===== config.mk =====
export PLATFORM = sky130hd
export DESIGN_NAME = scsa_queue
export DESIGN_NICKNAME = d
export VERILOG_FILES = /design/src/sv/scsa_pkg.sv /design/src/sv/scsa_queue.sv
export SDC_FILE = /design/constraint.sdc
export NUM_CORES = 1
export LEC_CHECK = 0
export ABC_AREA = 1
export BUFFER_PORTS_ARGS = -buffer_cell sky130_fd_sc_hd__buf_2
export CAP_MARGIN = 20
export CORE_MARGIN = 1
export CORE_UTILIZATION = 50
export CTS_CLUSTER_SIZE = 20
export DETAILED_ROUTE_END_ITERATION = 6
export GPL_TIMING_DRIVEN = 0
export PLACE_DENSITY = 0.84
export SETUP_SLACK_MARGIN = 0.2
export SYNTH_ARGS = -nofsm -noshare
export SYNTH_HDL_FRONTEND = slang
export SYNTH_SLANG_ARGS = --single-unit

===== constraint.sdc =====
create_clock -name clk -period 4.8 [get_ports clk]
set_input_delay 0.96 -clock clk [delete_from_list [all_inputs] [get_ports clk]]
set_output_delay 0.96 -clock clk [all_outputs]
set_load 0.01 [all_outputs]

===== src/sv/scsa_pkg.sv =====
// ----------------------------------------------------------------------------
// scsa_pkg
// Shared types and constants for the size-class slab allocator.
// ----------------------------------------------------------------------------
package scsa_pkg;

    localparam int SLOTS_PER_BLOCK  = 64;
    localparam int BLOCKS_PER_CLASS = 16;
    localparam int CLASS_COUNT      = 3;

    localparam int STACK_CAP  = SLOTS_PER_BLOCK * BLOCKS_PER_CLASS;
    localparam int MEM_DEPTH  = CLASS_COUNT * STACK_CAP;
    localparam int ADDR_W     = $clog2(MEM_DEPTH);
    localparam int FILL_W     = $clog2(STACK_CAP + 1);
    localparam int BLK_W      = $clog2(BLOCKS_PER_CLASS + 1);
    localparam int FRESH_W    = $clog2(SLOTS_PER_BLOCK + 1);

    // Field widths fixed by the interface
    localparam int SIZE_W     = 32;
    localparam int LIMIT_W    = 16;
    localparam int HANDLE_W   = 10;
    localparam int COUNT_W    = 11;
    localparam int CLS_W      = 2;
    localparam int STATUS_W   = 2;
    localparam int CFG_IDX_W  = 2;

    localparam logic [COUNT_W-1:0] COUNT_MAX = '1;

    localparam logic [LIMIT_W-1:0] LIMIT_SMALL_RST = 16'd24;
    localparam logic [LIMIT_W-1:0] LIMIT_MID_RST   = 16'd40;
    localparam logic [LIMIT_W-1:0] LIMIT_LARGE_RST = 16'd72;

    typedef enum logic [CFG_IDX_W-1:0] {
        CFG_LIMIT_SMALL = 2'd0,
        CFG_LIMIT_MID   = 2'd1,
        CFG_LIMIT_LARGE = 2'd2
    } cfg_idx_t;

    typedef enum logic {
        OP_ALLOC = 1'b0,
        OP_FREE  = 1'b1
    } opcode_t;

    typedef enum logic [STATUS_W-1:0] {
        ST_OK      = 2'd0,
        ST_NOFIT   = 2'd1,
        ST_EXHAUST = 2'd2,
        ST_FULL    = 2'd3
    } status_t;

    // Classified request as it travels from front to back
    typedef struct packed {
        opcode_t               op;
        logic                  nofit;
        logic [CLS_W-1:0]      cls;
        logic [HANDLE_W-1:0]   slot;
    } cmd_t;

endpackage


===== src/sv/scsa_queue.sv =====
// ----------------------------------------------------------------------------
// scsa_queue
// Two-entry command queue between the front and the back.
// ----------------------------------------------------------------------------
module scsa_queue (
    input  logic            clk,
    input  logic            rst_n,
    input  logic            push_valid,
    output logic            push_ready,
    input  scsa_pkg::cmd_t  push_cmd,
    output logic            pop_valid,
    input  logic            pop,
    output scsa_pkg::cmd_t  pop_cmd
);

    scsa_pkg::cmd_t entry_reg [2];
    logic           wr_ptr_reg;
    logic           rd_ptr_reg;
    logic [1:0]     count_reg;
    logic [1:0]     count_next;
    logic           do_push;
    logic           do_pop;

    assign push_ready = (count_reg != 2'd2);
    assign pop_valid  = (count_reg != 2'd0);
    assign pop_cmd    = entry_reg[rd_ptr_reg];
    assign do_push    = push_valid && push_ready;
    assign do_pop     = pop && pop_valid;

    always_comb
    begin
        count_next = count_reg;
        if (do_push && !do_pop)
            count_next = count_reg + 2'd1;
        else if (do_pop && !do_push)
            count_next = count_reg - 2'd1;
    end

    always_ff @(posedge clk or negedge rst_n)
    begin
        if (!rst_n)
        begin
            wr_ptr_reg <= 1'b0;
            rd_ptr_reg <= 1'b0;
            count_reg  <= 2'd0;
        end
        else
        begin
            count_reg <= count_next;
            if (do_push)
                wr_ptr_reg <= ~wr_ptr_reg;
            if (do_pop)
                rd_ptr_reg <= ~rd_ptr_reg;
        end
    end

    always_ff @(posedge clk)
    begin
        if (do_push)
            entry_reg[wr_ptr_reg] <= push_cmd;
    end

endmodule


==> results.md <==
* Pre-Repair DR Iteration Count at 4
* H-tree levels at 2
* CP Launch Type: flop
* CP endpoint kind: output port
* Syn avg cell area at 12.57 um2
* Antenna Nets Post-Route at 0
* Grt ovf at 0
* Placed cells at 163
* Reg2Reg Depth at 5
* Post-route setup slack at 2.560 ns
* Core Box Area at 2318 um2
* R2r endpoint: entry_reg[0][2]
* Synth unique cells at 15
* Most common cell after layout, fill and taps aside: nand2_1
* Highest Clock Rate at 446.5 MHz
* Synthesis-to-layout area growth at 23.32%
* Unrepaired setup endpoints after global routing: false
* Detail-routed via count per cell at 4.624
* Worst Skew at 0.01294 ns
* Netlist Area Pre-Place at 1282 um2
* Crit path max fanout at 10
* Fin util at 68.21%
* Slew of the pin with the lowest slew margin at 0.6090 ns
* Die width at 52.65 um
* Initial DRC Count at 14
* Gate Count Post-Synth at 102
* Antenna Cells at 0
* Period utilisation layout at 46.66%
* Placed instance area at 1483 um2
* Max clock buf depth at 2
* Postcts setup bufs at 0
* Max IR drop VDD at 0.0004776 V
* Count of clock tree sinks at 32
* GR Util All Layers at 16.95%
* Max-cap violations at 0
* Nets at 163
* Initial antenna violation count at 0
* Setup slack at placement at 2.379 ns
* Layout Cells excl Fill at 173
* GP Congestion at 0.6063
* HP Class: input pin to asynchronous set/reset pin
* Status: finished clean
* First-pass GRT wire length at 3001 um
* Final WL at 1897 um
* Post-DP HPWL at 1341 um
* Yosys reg bits at 32
* Drt drc at 0
* Post-CTS sizing at 0
* Worst R2R Setup Slack at 3.18 ns
* Max FFs per register at 28
* Number of I/O pins at 34
* Setup total negative slack at 0 ns
* CP arrival at 1.28 ns
* TritonCTS clock tree: built
* Yosys warnings at 0
* Site row count at 17
* Worst slew margin at 59.25%
* Most frequent cells in the layout: nand2_1, buf_2, edfxtp_1, clkbuf_4
* Layout cells sized above 1 at 37.24%
* CTS clk-pin slew, worst paths at 0.10 ns
* WS Path Type: flop to output port
* Routed len/inst at 10.97 um
* Worst-Skew Late Latency at 0.33 ns
* Hold-fix buffers, CTS at 0
* CTS Root Cell: clkbuf_4
* Pin count of the biggest net entering global routing at 15
* Die Y at 52.65 um
* Initial Util at 55.32%
* Die Footprint at 2772 um2
* Final Hold Fails at 0
* Tmin final at 2.240 ns
* Vias in the first global route at 731
* Finish-stage setup viols at 0
* Final instance area at 1582 um2
* IO buf count at 33
* WP data required at 3.84 ns
* Smallest hold slack at 0.4099 ns
* Num CTS Buffers at 5
* Fin. max-slew vios at 0
* DR vias at 800
* Tot Pwr at 0.9739 mW
* Static Leak at 0.7267 nW
* Register area share after synthesis at 73.37%
* Syn nets at 121
* Worst r2r src: count_reg[0]
* PD cells at 615.8 nW/um2
==> routing by layer <==
metal  track usage [%]  share of wire [%]
met5                 0                  0
met2             23.84                 48
met3             7.536                6.1
met1             19.02                 43
met4             15.35                2.8
==> critical path: stages, from the launching register on <==
cell and delay, ns:
dfrtp_1 0.38, buf_6 0.14, inv_6 0.06, buf_6 0.13, nand2_1 0.06, nand2_1 0.05, buf_2 0.12
==> kinds of logic (layout without fill, tap and decap cells) <==
kind of cell | count (synthesis) | count (layout) | share of synthesized area, %
buf+inv | 10 | 53 | 5.073
simple gates | 57 | 57 | 18.63
flops | 32 | 32 | 73.37
xor+xnor | 2 | 2 | 1.952
fa+ha+maj | 1 | 1 | 0.9755
==> synth_stat cells, drive strengths merged <==
cell type / n / area (um2)
buf: 3 / 33.78
nand2: 52 / 215.2
ha: 1 / 12.51
dfrtp: 4 / 100.1
xor2: 1 / 16.27
nor2: 2 / 7.510
inv: 7 / 31.28
nand4: 1 / 6.260
edfxtp: 28 / 840.8
nand3: 2 / 10.01
xnor2: 1 / 8.760
==> worst max-delay path by stage <==
stage | startpoint | end
final | rd_ptr_reg | pop_cmd[8]
after global routing | rd_ptr_reg | pop_cmd[8]
after CTS | rd_ptr_reg | pop_cmd[8]
after detailed placement | push_valid | entry_reg[1][2]
after global placement | push_valid | entry_reg[0][12]
after floorplan | push_valid | entry_reg[0][0]
==> cell type report <==
| type | count | area, um2 |
|---|---|---|
| buffer | 3 | 33.78 |
| fill | 186 | 737.0 |
| tap | 28 | 35.03 |
| inverter | 7 | 31.28 |
| sequential | 32 | 940.9 |
| timing repair buffer | 35 | 183.9 |
| multi-input combinational | 60 | 276.5 |
| clock inverter | 3 | 42.54 |
| clock buffer | 5 | 37.54 |
==> power by group <==
| part | total, mW | switching [mW] | leakage, nW | internal (mW) |
|---|---|---|---|---|
| logic | 0.366 | 0.218 | 0.377 | 0.147 |
| registers | 0.410 | 0.0261 | 0.308 | 0.384 |
| clock network | 0.198 | 0.0896 | 0.0412 | 0.109 |
Power figures use the tool's default switching activity.
