## src/sv/scsa_pkg.sv

```systemverilog
// ----------------------------------------------------------------------------
// scsa_pkg
// Shared types and constants for the size-class slab allocator.
// ----------------------------------------------------------------------------
package scsa_pkg;

    localparam int SLOTS_PER_BLOCK  = 64;
    localparam int BLOCKS_PER_CLASS = 16;
    localparam int CLASS_COUNT      = 3;

    localparam int STACK_CAP  = SLOTS_PER_BLOCK * BLOCKS_PER_CLASS;
    localparam int MEM_DEPTH  = CLASS_COUNT * STACK_CAP;
    localparam int ADDR_W     = $clog2(MEM_DEPTH);
    localparam int FILL_W     = $clog2(STACK_CAP + 1);
    localparam int BLK_W      = $clog2(BLOCKS_PER_CLASS + 1);
    localparam int FRESH_W    = $clog2(SLOTS_PER_BLOCK + 1);

    // Field widths fixed by the interface
    localparam int SIZE_W     = 32;
    localparam int LIMIT_W    = 16;
    localparam int HANDLE_W   = 10;
    localparam int COUNT_W    = 11;
    localparam int CLS_W      = 2;
    localparam int STATUS_W   = 2;
    localparam int CFG_IDX_W  = 2;

    localparam logic [COUNT_W-1:0] COUNT_MAX = '1;

    localparam logic [LIMIT_W-1:0] LIMIT_SMALL_RST = 16'd24;
    localparam logic [LIMIT_W-1:0] LIMIT_MID_RST   = 16'd40;
    localparam logic [LIMIT_W-1:0] LIMIT_LARGE_RST = 16'd72;

    typedef enum logic [CFG_IDX_W-1:0] {
        CFG_LIMIT_SMALL = 2'd0,
        CFG_LIMIT_MID   = 2'd1,
        CFG_LIMIT_LARGE = 2'd2
    } cfg_idx_t;

    typedef enum logic {
        OP_ALLOC = 1'b0,
        OP_FREE  = 1'b1
    } opcode_t;

    typedef enum logic [STATUS_W-1:0] {
        ST_OK      = 2'd0,
        ST_NOFIT   = 2'd1,
        ST_EXHAUST = 2'd2,
        ST_FULL    = 2'd3
    } status_t;

    // Classified request as it travels from front to back
    typedef struct packed {
        opcode_t               op;
        logic                  nofit;
        logic [CLS_W-1:0]      cls;
        logic [HANDLE_W-1:0]   slot;
    } cmd_t;

endpackage

```

## src/sv/scsa_front.sv

```systemverilog
// ----------------------------------------------------------------------------
// scsa_front
// Limit registers and size classification of incoming requests.
// ----------------------------------------------------------------------------
module scsa_front (
    input  logic                            clk,
    input  logic                            rst_n,
    input  logic                            cfg_we,
    input  logic [scsa_pkg::CFG_IDX_W-1:0]  cfg_addr,
    input  logic [scsa_pkg::LIMIT_W-1:0]    cfg_wdata,
    input  logic                            opcode,
    input  logic [scsa_pkg::SIZE_W-1:0]     req_size,
    input  logic [scsa_pkg::HANDLE_W-1:0]   slot_in,
    output scsa_pkg::cmd_t                  cmd
);

    logic [scsa_pkg::LIMIT_W-1:0] limit_small_reg;
    logic [scsa_pkg::LIMIT_W-1:0] limit_mid_reg;
    logic [scsa_pkg::LIMIT_W-1:0] limit_large_reg;

    always_ff @(posedge clk or negedge rst_n)
    begin
        if (!rst_n)
        begin
            limit_small_reg <= scsa_pkg::LIMIT_SMALL_RST;
            limit_mid_reg   <= scsa_pkg::LIMIT_MID_RST;
            limit_large_reg <= scsa_pkg::LIMIT_LARGE_RST;
        end
        else if (cfg_we)
        begin
            unique case (cfg_addr)
                scsa_pkg::CFG_LIMIT_SMALL: limit_small_reg <= cfg_wdata;
                scsa_pkg::CFG_LIMIT_MID:   limit_mid_reg   <= cfg_wdata;
                scsa_pkg::CFG_LIMIT_LARGE: limit_large_reg <= cfg_wdata;
                default: ;  // unmapped index, ignored
            endcase
        end
    end

    // First class whose limit covers the size wins
    always_comb
    begin
        cmd.op    = scsa_pkg::opcode_t'(opcode);
        cmd.slot  = slot_in;
        cmd.nofit = 1'b0;
        if (req_size <= {{(scsa_pkg::SIZE_W-scsa_pkg::LIMIT_W){1'b0}}, limit_small_reg})
            cmd.cls = 2'd0;
        else if (req_size <= {{(scsa_pkg::SIZE_W-scsa_pkg::LIMIT_W){1'b0}}, limit_mid_reg})
            cmd.cls = 2'd1;
        else if (req_size <= {{(scsa_pkg::SIZE_W-scsa_pkg::LIMIT_W){1'b0}}, limit_large_reg})
            cmd.cls = 2'd2;
        else
        begin
            cmd.cls   = 2'd0;
            cmd.nofit = 1'b1;
        end
    end

endmodule

```

## config.mk

```make
export PLATFORM = sky130hd
export DESIGN_NAME = scsa_front
export DESIGN_NICKNAME = d
export VERILOG_FILES = /design/src/sv/scsa_pkg.sv /design/src/sv/scsa_front.sv
export SDC_FILE = /design/constraint.sdc
export NUM_CORES = 1
export LEC_CHECK = 0
export BUFFER_PORTS_ARGS = -buffer_cell sky130_fd_sc_hd__buf_4
export CORE_UTILIZATION = 55
export CTS_CLUSTER_SIZE = 28
export DETAILED_ROUTE_END_ITERATION = 10
export PLACE_DENSITY = 0.91
export SYNTH_ARGS = -nofsm -noshare
export SYNTH_HDL_FRONTEND = slang
export SYNTH_SLANG_ARGS = --single-unit
```

## constraint.sdc

```tcl
create_clock -name clk -period 6.5 [get_ports clk]
set_clock_uncertainty 0.05 [all_clocks]
set_input_delay 0.65 -clock clk [delete_from_list [all_inputs] [get_ports clk]]
set_output_delay 0.65 -clock clk [all_outputs]
set_load 0.02 [all_outputs]
```

==> results of run 1 <==
[worst paths after layout]
path	from	to	cells after the start
max	req_size[15]	cmd[11]	8
min	rst_n	limit_small_reg[13]	1
max reg2reg	limit_small_reg[3]	limit_small_reg[3]	2
min reg2reg	limit_large_reg[14]	limit_large_reg[14]	1
max in group asynchronous	rst_n	limit_large_reg[8]	1
min in group clk	limit_large_reg[14]	limit_large_reg[14]	1
[Yosys cell counts (3+ instances only)]
| cell type | number | area, sq um |
|---|---|---|
| inv_1 | 46 | 173 |
| ha_1 | 48 | 601 |
| nand2_1 | 26 | 97.6 |
| buf_4 | 11 | 82.6 |
| o21ai_0 | 21 | 105 |
| mux2_2 | 33 | 372 |
| nand4_1 | 7 | 43.8 |
| dfrtp_1 | 42 | 1050 |
| nor4_1 | 5 | 31.3 |
| clkbuf_1 | 3 | 11.3 |
| nor2_1 | 3 | 11.3 |
| nand3_1 | 4 | 20.0 |
| a21oi_1 | 20 | 100 |
| dfstp_2 | 6 | 158 |
| nor2b_1 | 3 | 18.8 |
[routing by layer]
layer	part of all wire, %	wire, um	global-route usage (%)
met1	41	2790	27.0
met2	52	3560	43.8
met3	4.7	319	4.71
met4	2.1	142	9.25
met5	0	0	0
[power by group through the flow]
stage | Combinational (mW) | Sequential [mW] | Clock, mW
2_1_floorplan | 0.187 | 0.379 | 0
3_3_place_gp | 0.248 | 0.383 | 0
3_5_place_dp | 0.266 | 0.388 | 0
4_1_cts | 0.269 | 0.382 | 0.184
5_1_grt | 0.301 | 0.389 | 0.197
6_report | 0.269 | 0.382 | 0.179
[cells in the final DEF, fill, tap and decap left out, types with 2 or more instances in the layout]
cell	instances
ha_1	48
nor4_1	5
dfstp_2	6
nand4_1	7
nand3_1	4
and4_1	2
nor3b_2	2
mux2_2	33
o31a_1	2
clkbuf_1	2
a21o_1	2
nand3b_1	2
a21boi_1	2
buf_4	56
nor2_1	3
inv_1	46
nor4_2	2
and2_1	2
clkbuf_8	6
a221o_1	2
dfrtp_1	42
nor2b_1	3
nand2_1	26
o21ai_0	21
a21oi_1	20
[per-stage QoR]
step           total power [mW]  area (sq um)  hold WS (ns)
3_5_place_dp              0.654          3540         0.443
4_1_cts                   0.836          3630         0.326
5_1_grt                   0.887          3630         0.352
6_report                  0.830          3630         0.304
2_1_floorplan             0.567          3130         0.304
3_3_place_gp              0.632          3540         0.438
[cell type report]
type	count	area share, %
Multi-Input combinational cell	196	45.4
Sequential cell	48	33.3
Timing Repair Buffer	56	11.6
Inverter	46	4.76
Clock buffer	8	2.48
Tap cell	72	2.48
[kinds of logic after synthesis]
logic type | after synthesis
AND/OR/NAND/NOR | 61
multiplexers | 33
AO/OA/AOI/OAI | 54
flip-flops | 48
buffers and inverters | 62
adder cells (fa/ha/maj) | 48
==> flow_summary.yaml, run 1 <==
critical_path:
  critPathSlowestCell: "nor4_1"
  crit_type: "primary input to primary output"
  cp-start-kind: "primary input"
  cp_top_family: "simple AND/OR/NAND/NOR gates"
  cp_max_fo: 3
  worstPathArrival_ns: 2.70
  end_kind: "primary output"
  rrSetupSlack_ns: 5.62
  cp_slowest_stage_delay_ns: 0.55
  critical_path_required_ns: 5.80
  crit_path_frequent_cell: "buf_4"
  crit_buf_inv: 2
  crit_path_cell_trace: "buf_4, ha_1, nand4_1, nor4_1, a21boi_1, o31a_1, and4bb_1, buf_4"
power_and_ir_drop:
  p_int_uw: 575
  p_seq_share_pct: 46.0
  power_density_nw_per_um2: 229
  switchingPower_uw: 255
  combPwrFrac_pct: 32.4
  ir_worst_vdd_mv: 0.164
  p_sw_share_pct: 30.7
  leakagePower_nw: 1.79
  p_clk_share_pct: 21.6
place:
  placedCellCount: 418
  port_buffers: 55
  dp_hpwl_mm: 5.35
  place_ws_ns: 3.19
  place_congestion: 0.841
grt:
  antenna_found_initial: 0
  grt_first_pass_wirelength_mm: 11.1
  first_global_vias: 2530
  grt_max_degree: 49
  grtUsageTotal_pct: 23.9
  overflow: 0
yosys:
  synth_cell_types: 34
  synth-edff-count: 0
  syn_inst: 306
  synthArstFlopShare_pct: 100
  syn_area_sq_um: 3130
  synth_mux_area_share_pct: 11.9
  yosys.area_share.adder_pct: 19.2
  dominantRegCellSynth: "dfrtp_1"
  ys_ff_latch: 48
  synth_warnings: 0
  ys_seq_area_share_pct: 38.7
  synth-simple-area-share_pct: 11.0
  synthesis.nets: 418
  synth-xor-area-share_pct: 0
  synth_compound_gate_area_share_pct: 10.4
  synth.avg_cell_area_sq_um: 10.2
  synth_top_family_by_area: "adder cells"
die:
  die_w_um: 77.4
  std_cell_rows: 27
  core_area_sq_um: 5510
  die-area_sq_um: 5990
  die_h_um: 77.4
  initial_core_util_pct: 56.8
  ios: 78
final_layout:
  nets: 465
  fillerInstances: 431
  ff_latch_area_sq_um: 1210
  final_cells: 426
  final_layout_size_suffix_gt1_share_pct: 30.5
  post-route-util_pct: 65.9
  area_growth_pct: 16.0
  num_antenna_cells: 0
  multiInputGateArea_sq_um: 1650
route:
  vias: 2389
  wire_per_inst_um: 16.0
  drc_errors: 0
  wl_mm: 6.81
  drt_iter0_markers: 128
  ant_nets: 0
  viasPerCell: 5.61
  drtPass1Iterations: 4
clock_tree:
  ctsResizeCount: 0
  cts_tree: "done"
  post_cts_buffers: 0
  postCtsHoldBufs: 0
  cts-htree-levels: 2
  insertion_delay_ns: 0.29
  cts_buffer_depth: 2
  cts_sinks: 48
  clk_transition_reported_paths_ns: 0.08
  cts_inserted_buffers: 5
  cts_root_buf: "clkbuf_8"
timing:
  finalSetupViolCount: 0
  worstMarginPinSlew_ns: 0.975
  final-hold-violation-count: 0
  clock.fmax_mhz: 294
  rsz0062_at_grt: "no"
  slew_violations: 0
  slew_headroom_pct: 34.8
  fin_tns_setup_ns: 0
  period_minus_slack_ns: 3.40
  fin_crit_sh_pct: 52.3
  finalWorstSetupSlack_ns: 3.10
worst_hold_path:
  hold_path_class: "primary input to asynchronous set/reset pin"
flow_run:
  drv_cap: 0
outcome:
  status: "completed"
Power figures use the tool's default switching activity.
==> run 2: changes to the inputs <==
--- a/config.mk
+++ b/config.mk
@@ -5,11 +5,12 @@
 export SDC_FILE = /design/constraint.sdc
 export NUM_CORES = 1
 export LEC_CHECK = 0
+export ABC_AREA = 1
 export BUFFER_PORTS_ARGS = -buffer_cell sky130_fd_sc_hd__buf_4
-export CORE_UTILIZATION = 55
+export CORE_UTILIZATION = 49
 export CTS_CLUSTER_SIZE = 28
 export DETAILED_ROUTE_END_ITERATION = 10
-export PLACE_DENSITY = 0.91
+export PLACE_DENSITY = 0.86
 export SYNTH_ARGS = -nofsm -noshare
 export SYNTH_HDL_FRONTEND = slang
 export SYNTH_SLANG_ARGS = --single-unit
==> constraint.sdc (replaced) <==
create_clock -name clk -period 2.8 [get_ports clk]
set_clock_uncertainty 0.05 [all_clocks]
set_input_delay 0.28 -clock clk [delete_from_list [all_inputs] [get_ports clk]]
set_output_delay 0.28 -clock clk [all_outputs]
set_load 0.02 [all_outputs]
==> run 2 against run 1 <==
Effect of this change: synthesized area up 2.2%; hold slack worse by 0.097 ns; sequential share of layout area shrank 0.48 points; sequential cell count unchanged; clock power rose by 120%; routed wire length decreased by 1.3%; largest power group unchanged.
==> flow_summary.yaml, run 2 <==
yosys:
  synth_warnings: 0
  synth_cell_types: 23
  synth.avg_cell_area_sq_um: 7.77
  synthTopCellsByCount: "nand2_1 (107), inv_1 (74), o21ai_0 (52)"
  dominantRegCellSynth: "dfrtp_1"
  synth-edff-count: 0
  synth_area_leader_cell: "dfrtp_1"
  ys_seq_area_share_pct: 37.8
  synth_top_area_share_pct: 32.9
  yosysMostFrequentCell: "nand2_1"
  syn_area_sq_um: 3190
  syn_inst: 411
  synthTopCellsByArea: "dfrtp_1 (33%), ha_1 (19%), nand2_1 (13%)"
  synthesis.nets: 523
  synthArstFlopShare_pct: 100
  ys_ff_latch: 48
critical_path:
  crit_type: "register to primary output"
  reg2reg_depth: 2
  cp-start-kind: "register"
  end_kind: "primary output"
  timing.rr.end: "limit_small_reg[4]"
  critical_path_required_ns: 2.47
  reg2reg_from: "limit_small_reg[4]"
  cp_max_fo: 3
  worstPathArrival_ns: 2.12
  rrSetupSlack_ns: 1.94
die:
  ios: 78
  die-area_sq_um: 6850
  die_h_um: 82.7
  initial_core_util_pct: 50.6
  die_w_um: 82.7
  core_area_sq_um: 6310
  std_cell_rows: 29
final_layout:
  final_cells: 532
  finalInstanceArea_sq_um: 3680
  mostFrequentLayoutCell: "nand2_1"
  ff_latch_area_sq_um: 1210
  post-route-util_pct: 58.3
  num_antenna_cells: 0
  fillerInstances: 589
  final_layout_size_suffix_gt1_share_pct: 16.0
  final_cell_mix: "nand2_1 (107), inv_1 (74), buf_4 (56)"
  multiInputGateArea_sq_um: 1590
  nets: 567
  area_growth_pct: 15.2
clock_tree:
  clk_transition_reported_paths_ns: 0.08
  cts_tree: "done"
  ctsResizeCount: 0
  cts_buffer_depth: 2
  cts-htree-levels: 2
  insertion_delay_ns: 0.30
  cts_root_buf: "clkbuf_8"
  cts_sinks: 48
  cts_inserted_buffers: 5
timing:
  finalSetupViolCount: 0
  finalWorstSetupSlack_ns: 0.348
  fin_tns_setup_ns: 0
  clock.fmax_mhz: 408
  period_minus_slack_ns: 2.45
  timing.hold.ws_ns: 0.207
  fin_crit_sh_pct: 87.6
  worstMarginPinSlew_ns: 0.993
  slew_violations: 0
  slew_headroom_pct: 33.6
  rsz0062_at_grt: "no"
  final-hold-violation-count: 0
route:
  wire_per_inst_um: 12.6
  ant_nets: 0
  drtPass1Iterations: 5
  vias: 2723
  drt_iter0_markers: 136
  viasPerCell: 5.12
  drc_errors: 0
  wl_mm: 6.72
place:
  place_ws_ns: 0.707
  placedCellCount: 524
  dpl_cell_area_sq_um: 3590
  dp_hpwl_mm: 5.28
  place_congestion: 0.800
  port_buffers: 55
worst_hold_path:
  hold_path_class: "primary input to register"
  whs_endpoint: "limit_large_reg[6]"
  worstHoldPathCells: 3
  holdCritStartpoint: "cfg_wdata[6]"
outcome:
  status: "completed"
grt:
  grtUsageTotal_pct: 21.7
  grt_first_pass_wirelength_mm: 11.1
  grt_max_degree: 49
  antenna_found_initial: 0
  first_global_vias: 2653
  overflow: 0
power_and_ir_drop:
  power_density_nw_per_um2: 499
  power_mw: 1.84
  ir_worst_vdd_mv: 0.365
  leakagePower_nw: 2.01
flow_run:
  drv_cap: 0
==> run 2: changes by cell type after synthesis, sizes merged, moves of 17 or more <==
cell | before | now
inv | 46 | 75
mux2 | 33 | 0
o21ai | 22 | 52
nor2 | 3 | 20
nand2 | 26 | 107
==> run 2: cell families (layout without fill, tap and decap cells) <==
family	count (synthesis)	after routing	synth area share (%)
and+or+nand+nor	143	143	18.3
buffers and inverters	95	139	12.5
AOI/OAI and AO/OA	77	77	12.6
adders and majority gates	48	48	18.8
DFF	48	48	37.8
==> run 2: how the worst max path moves through the flow <==
stage	slack, ns	cells after the start	from	to
floorplan	0.84	12	limit_small_reg[3]	cmd[10]
global placement	0.75	9	req_size[15]	cmd[10]
detailed placement	0.71	9	req_size[15]	cmd[10]
CTS	0.37	13	limit_mid_reg[5]	cmd[12]
global route	0.19	9	limit_small_reg[15]	cmd[11]
finish	0.35	9	limit_small_reg[15]	cmd[12]
==> run 2: critical path, stage by stage, from the launching register on <==
cell     delay, ns
dfrtp_1       0.35
inv_1         0.05
ha_1          0.31
nand4_1       0.11
nor3_1        0.37
and3_1        0.27
nand2_1       0.07
nand2_1       0.07
nor2_1        0.05
buf_4         0.15
==> run 2: routing by layer <==
layer	GRT usage, %	vias up	wire length (um)
met5	0	-	0
met4	7.59	0	97
met3	3.63	9	325
met2	39.0	63	3480
met1	25.9	1269	2820
li1	-	1382	-
==> run 2: where the power goes <==
| part | total [mW] | switching, mW | internal, mW |
|---|---|---|---|
| clock | 0.394 | 0.224 | 0.170 |
| sequential | 0.875 | 0.0615 | 0.813 |
| combinational | 0.568 | 0.318 | 0.249 |
| total | 1.84 | 0.604 | 1.23 |
==> run 2: final cells by class <==
class | count | share of cell area, %
Inverter | 75 | 7.65
Sequential cell | 48 | 32.8
Clock buffer | 6 | 1.97
Multi-Input combinational cell | 268 | 43.1
Clock inverter | 1 | 0.136
Tap cell | 77 | 2.62
Timing Repair Buffer | 57 | 11.7
==> run 2: repair_timing <==
action / in CTS / in global routing
hold buffers: 1 / 0
setup endpoints to repair: 0 / 0
setup buffers: 0 / 0
hold endpoints to repair: 42 / 0
==> run 3: changes to the inputs <==
--- a/config.mk
+++ b/config.mk
@@ -5,12 +5,12 @@
 export SDC_FILE = /design/constraint.sdc
 export NUM_CORES = 1
 export LEC_CHECK = 0
-export ABC_AREA = 1
 export BUFFER_PORTS_ARGS = -buffer_cell sky130_fd_sc_hd__buf_4
 export CORE_UTILIZATION = 49
 export CTS_CLUSTER_SIZE = 28
 export DETAILED_ROUTE_END_ITERATION = 10
 export PLACE_DENSITY = 0.86
+export SETUP_SLACK_MARGIN = 0.4
 export SYNTH_ARGS = -nofsm -noshare
 export SYNTH_HDL_FRONTEND = slang
 export SYNTH_SLANG_ARGS = --single-unit
==> run 3 against run 2 <==
Effect of this change: fmax fell by 9.7%; sequential cell count did not move; via count fell by 11%; largest power group unchanged; register-to-register slack barely moved; combinational power rose by 24%; critical endpoint is now cmd[11].
==> flow_summary.yaml, run 3 (synthesis gave the netlist of run 1 again) <==
outcome:
  status: "completed"
route:
  viasPerCell: 5.55
  ant_nets: 0
  drtPass1Iterations: 4
  wire_per_inst_um: 16.2
  drc_errors: 0
  wl_mm: 7.10
  drt_iter0_markers: 84
  vias: 2429
clock_tree:
  cts_root_buf: "clkbuf_8"
  cts_buffer_depth: 2
  cts_sinks: 48
  cts_inserted_buffers: 5
  cts-htree-levels: 2
  insertion_delay_ns: 0.30
  clk_transition_reported_paths_ns: 0.08
  cts_tree: "done"
power_and_ir_drop:
  power_density_nw_per_um2: 522
  power_mw: 1.99
  leakagePower_nw: 1.85
  ir_worst_vdd_mv: 0.374
timing:
  fin_crit_sh_pct: 97.0
  finalWorstSetupSlack_ns: 0.0838
  finalSetupViolCount: 0
  final-hold-violation-count: 0
  period_minus_slack_ns: 2.72
  worstMarginPinSlew_ns: 0.621
  rsz0062_at_grt: "yes"
  slew_violations: 0
  slew_headroom_pct: 58.6
  clock.fmax_mhz: 368
  timing.hold.ws_ns: 0.146
die:
  ios: 78
  core_area_sq_um: 6030
  die_h_um: 81.9
  std_cell_rows: 28
  initial_core_util_pct: 51.9
  die_w_um: 81.9
  die-area_sq_um: 6700
final_layout:
  fillerInstances: 521
  finalInstanceArea_sq_um: 3820
  nets: 474
  final_cell_mix: "buf_4 (62), inv_1 (42), ha_1 (42), dfrtp_1 (42), mux2_2 (33)"
  num_antenna_cells: 0
  final_layout_size_suffix_gt1_share_pct: 36.1
  mostFrequentLayoutCell: "buf_4"
  area_growth_pct: 22.1
place:
  dpl_cell_area_sq_um: 3560
  place_ws_ns: 0.246
  port_buffers: 55
  dp_hpwl_mm: 5.29
  place_congestion: 0.877
grt:
  overflow: 0
  grt_first_pass_wirelength_mm: 11.8
  grtUsageTotal_pct: 23.8
  antenna_found_initial: 0
  first_global_vias: 2630
  grt_max_degree: 49
critical_path:
  crit_path_cell_trace: "inv_1, ha_1, nand4_1, nor2_1, a221o_1, o31a_1, and4bb_1, buf_6"
  critical_path_required_ns: 2.47
  worstPathArrival_ns: 2.39
  cp_slowest_stage_delay_ns: 0.38
  crit_type: "register to primary output"
  cp_max_fo: 3
  cp-start-kind: "register"
  end_kind: "primary output"
  critPathSlowestCell: "a221o_1"
  cp_top_family: "compound AO/OA/AOI/OAI gates"
  crit_buf_inv: 2
flow_run:
  drv_cap: 0
worst_hold_path:
  hold_path_class: "primary input to register"
## run 3: worst reg2reg max path, stage by stage (launching register included)
cell and delay, ns:
dfstp_2 0.52, inv_1 0.05, o21ai_0 0.17
## run 3: timing repair
item                                    in CTS  in global routing
gates cloned                                 0                  0
pin swaps                                   18                  1
endpoints found under the setup margin       3                  3
gates resized for setup                     19                  2
hold buffers                                 1                  0
endpoints found under the hold margin       42                  0
setup buffers                                5                  1
## run 3: path summary, 6_finish.rpt
path | startpoint | end | slack (ns) | depth (start not counted)
max in group asynchronous | rst_n | limit_small_reg[11] | 1.80 | 2
min in group asynchronous | rst_n | limit_mid_reg[14] | 0.47 | 2
worst max register to register | limit_small_reg[3] | limit_small_reg[3] | 1.94 | 2
worst min register to register | limit_large_reg[9] | limit_large_reg[9] | 0.46 | 1
worst min-delay path | cfg_wdata[1] | limit_small_reg[1] | 0.15 | 3
worst max-delay path | limit_large_reg[11] | cmd[11] | 0.08 | 8
## run 3: area by class of cell
class / count / area [sq um] / area share, %
Clock inverter: 1 / 5.00 / 0.131
Tap cell: 75 / 93.8 / 2.46
Clock buffer: 7 / 76.3 / 2.00
Inverter: 46 / 173 / 4.52
Sequential cell: 48 / 1210 / 31.7
Timing Repair Buffer: 65 / 498 / 13.0
Multi-Input combinational cell: 196 / 1760 / 46.2
## run 3: per-layer routing
layer  up-vias  wire length [um]  global-route usage (%)
li1       1168                 -                       -
met1      1186              3010                    28.1
met2        59              3650                    43.2
met3        16               307                    3.67
met4         0               138                    8.77
met5         -                 0                       0
## run 3: power by group
group	internal, mW	switching, mW	leakage, nW
Clock	0.176	0.228	0.0422
Combinational	0.345	0.358	1.25
Sequential	0.830	0.0570	0.566
Total	1.35	0.643	1.85
## run 3: stage by stage
step,TNS (ns),utilization [%],instances
6_report,0,63.4,438
5_1_grt,-0.0306,63.4,438
4_1_cts,0,63.0,437
3_5_place_dp,0,59.0,423
3_3_place_gp,0,59.0,423
2_1_floorplan,0,-,306
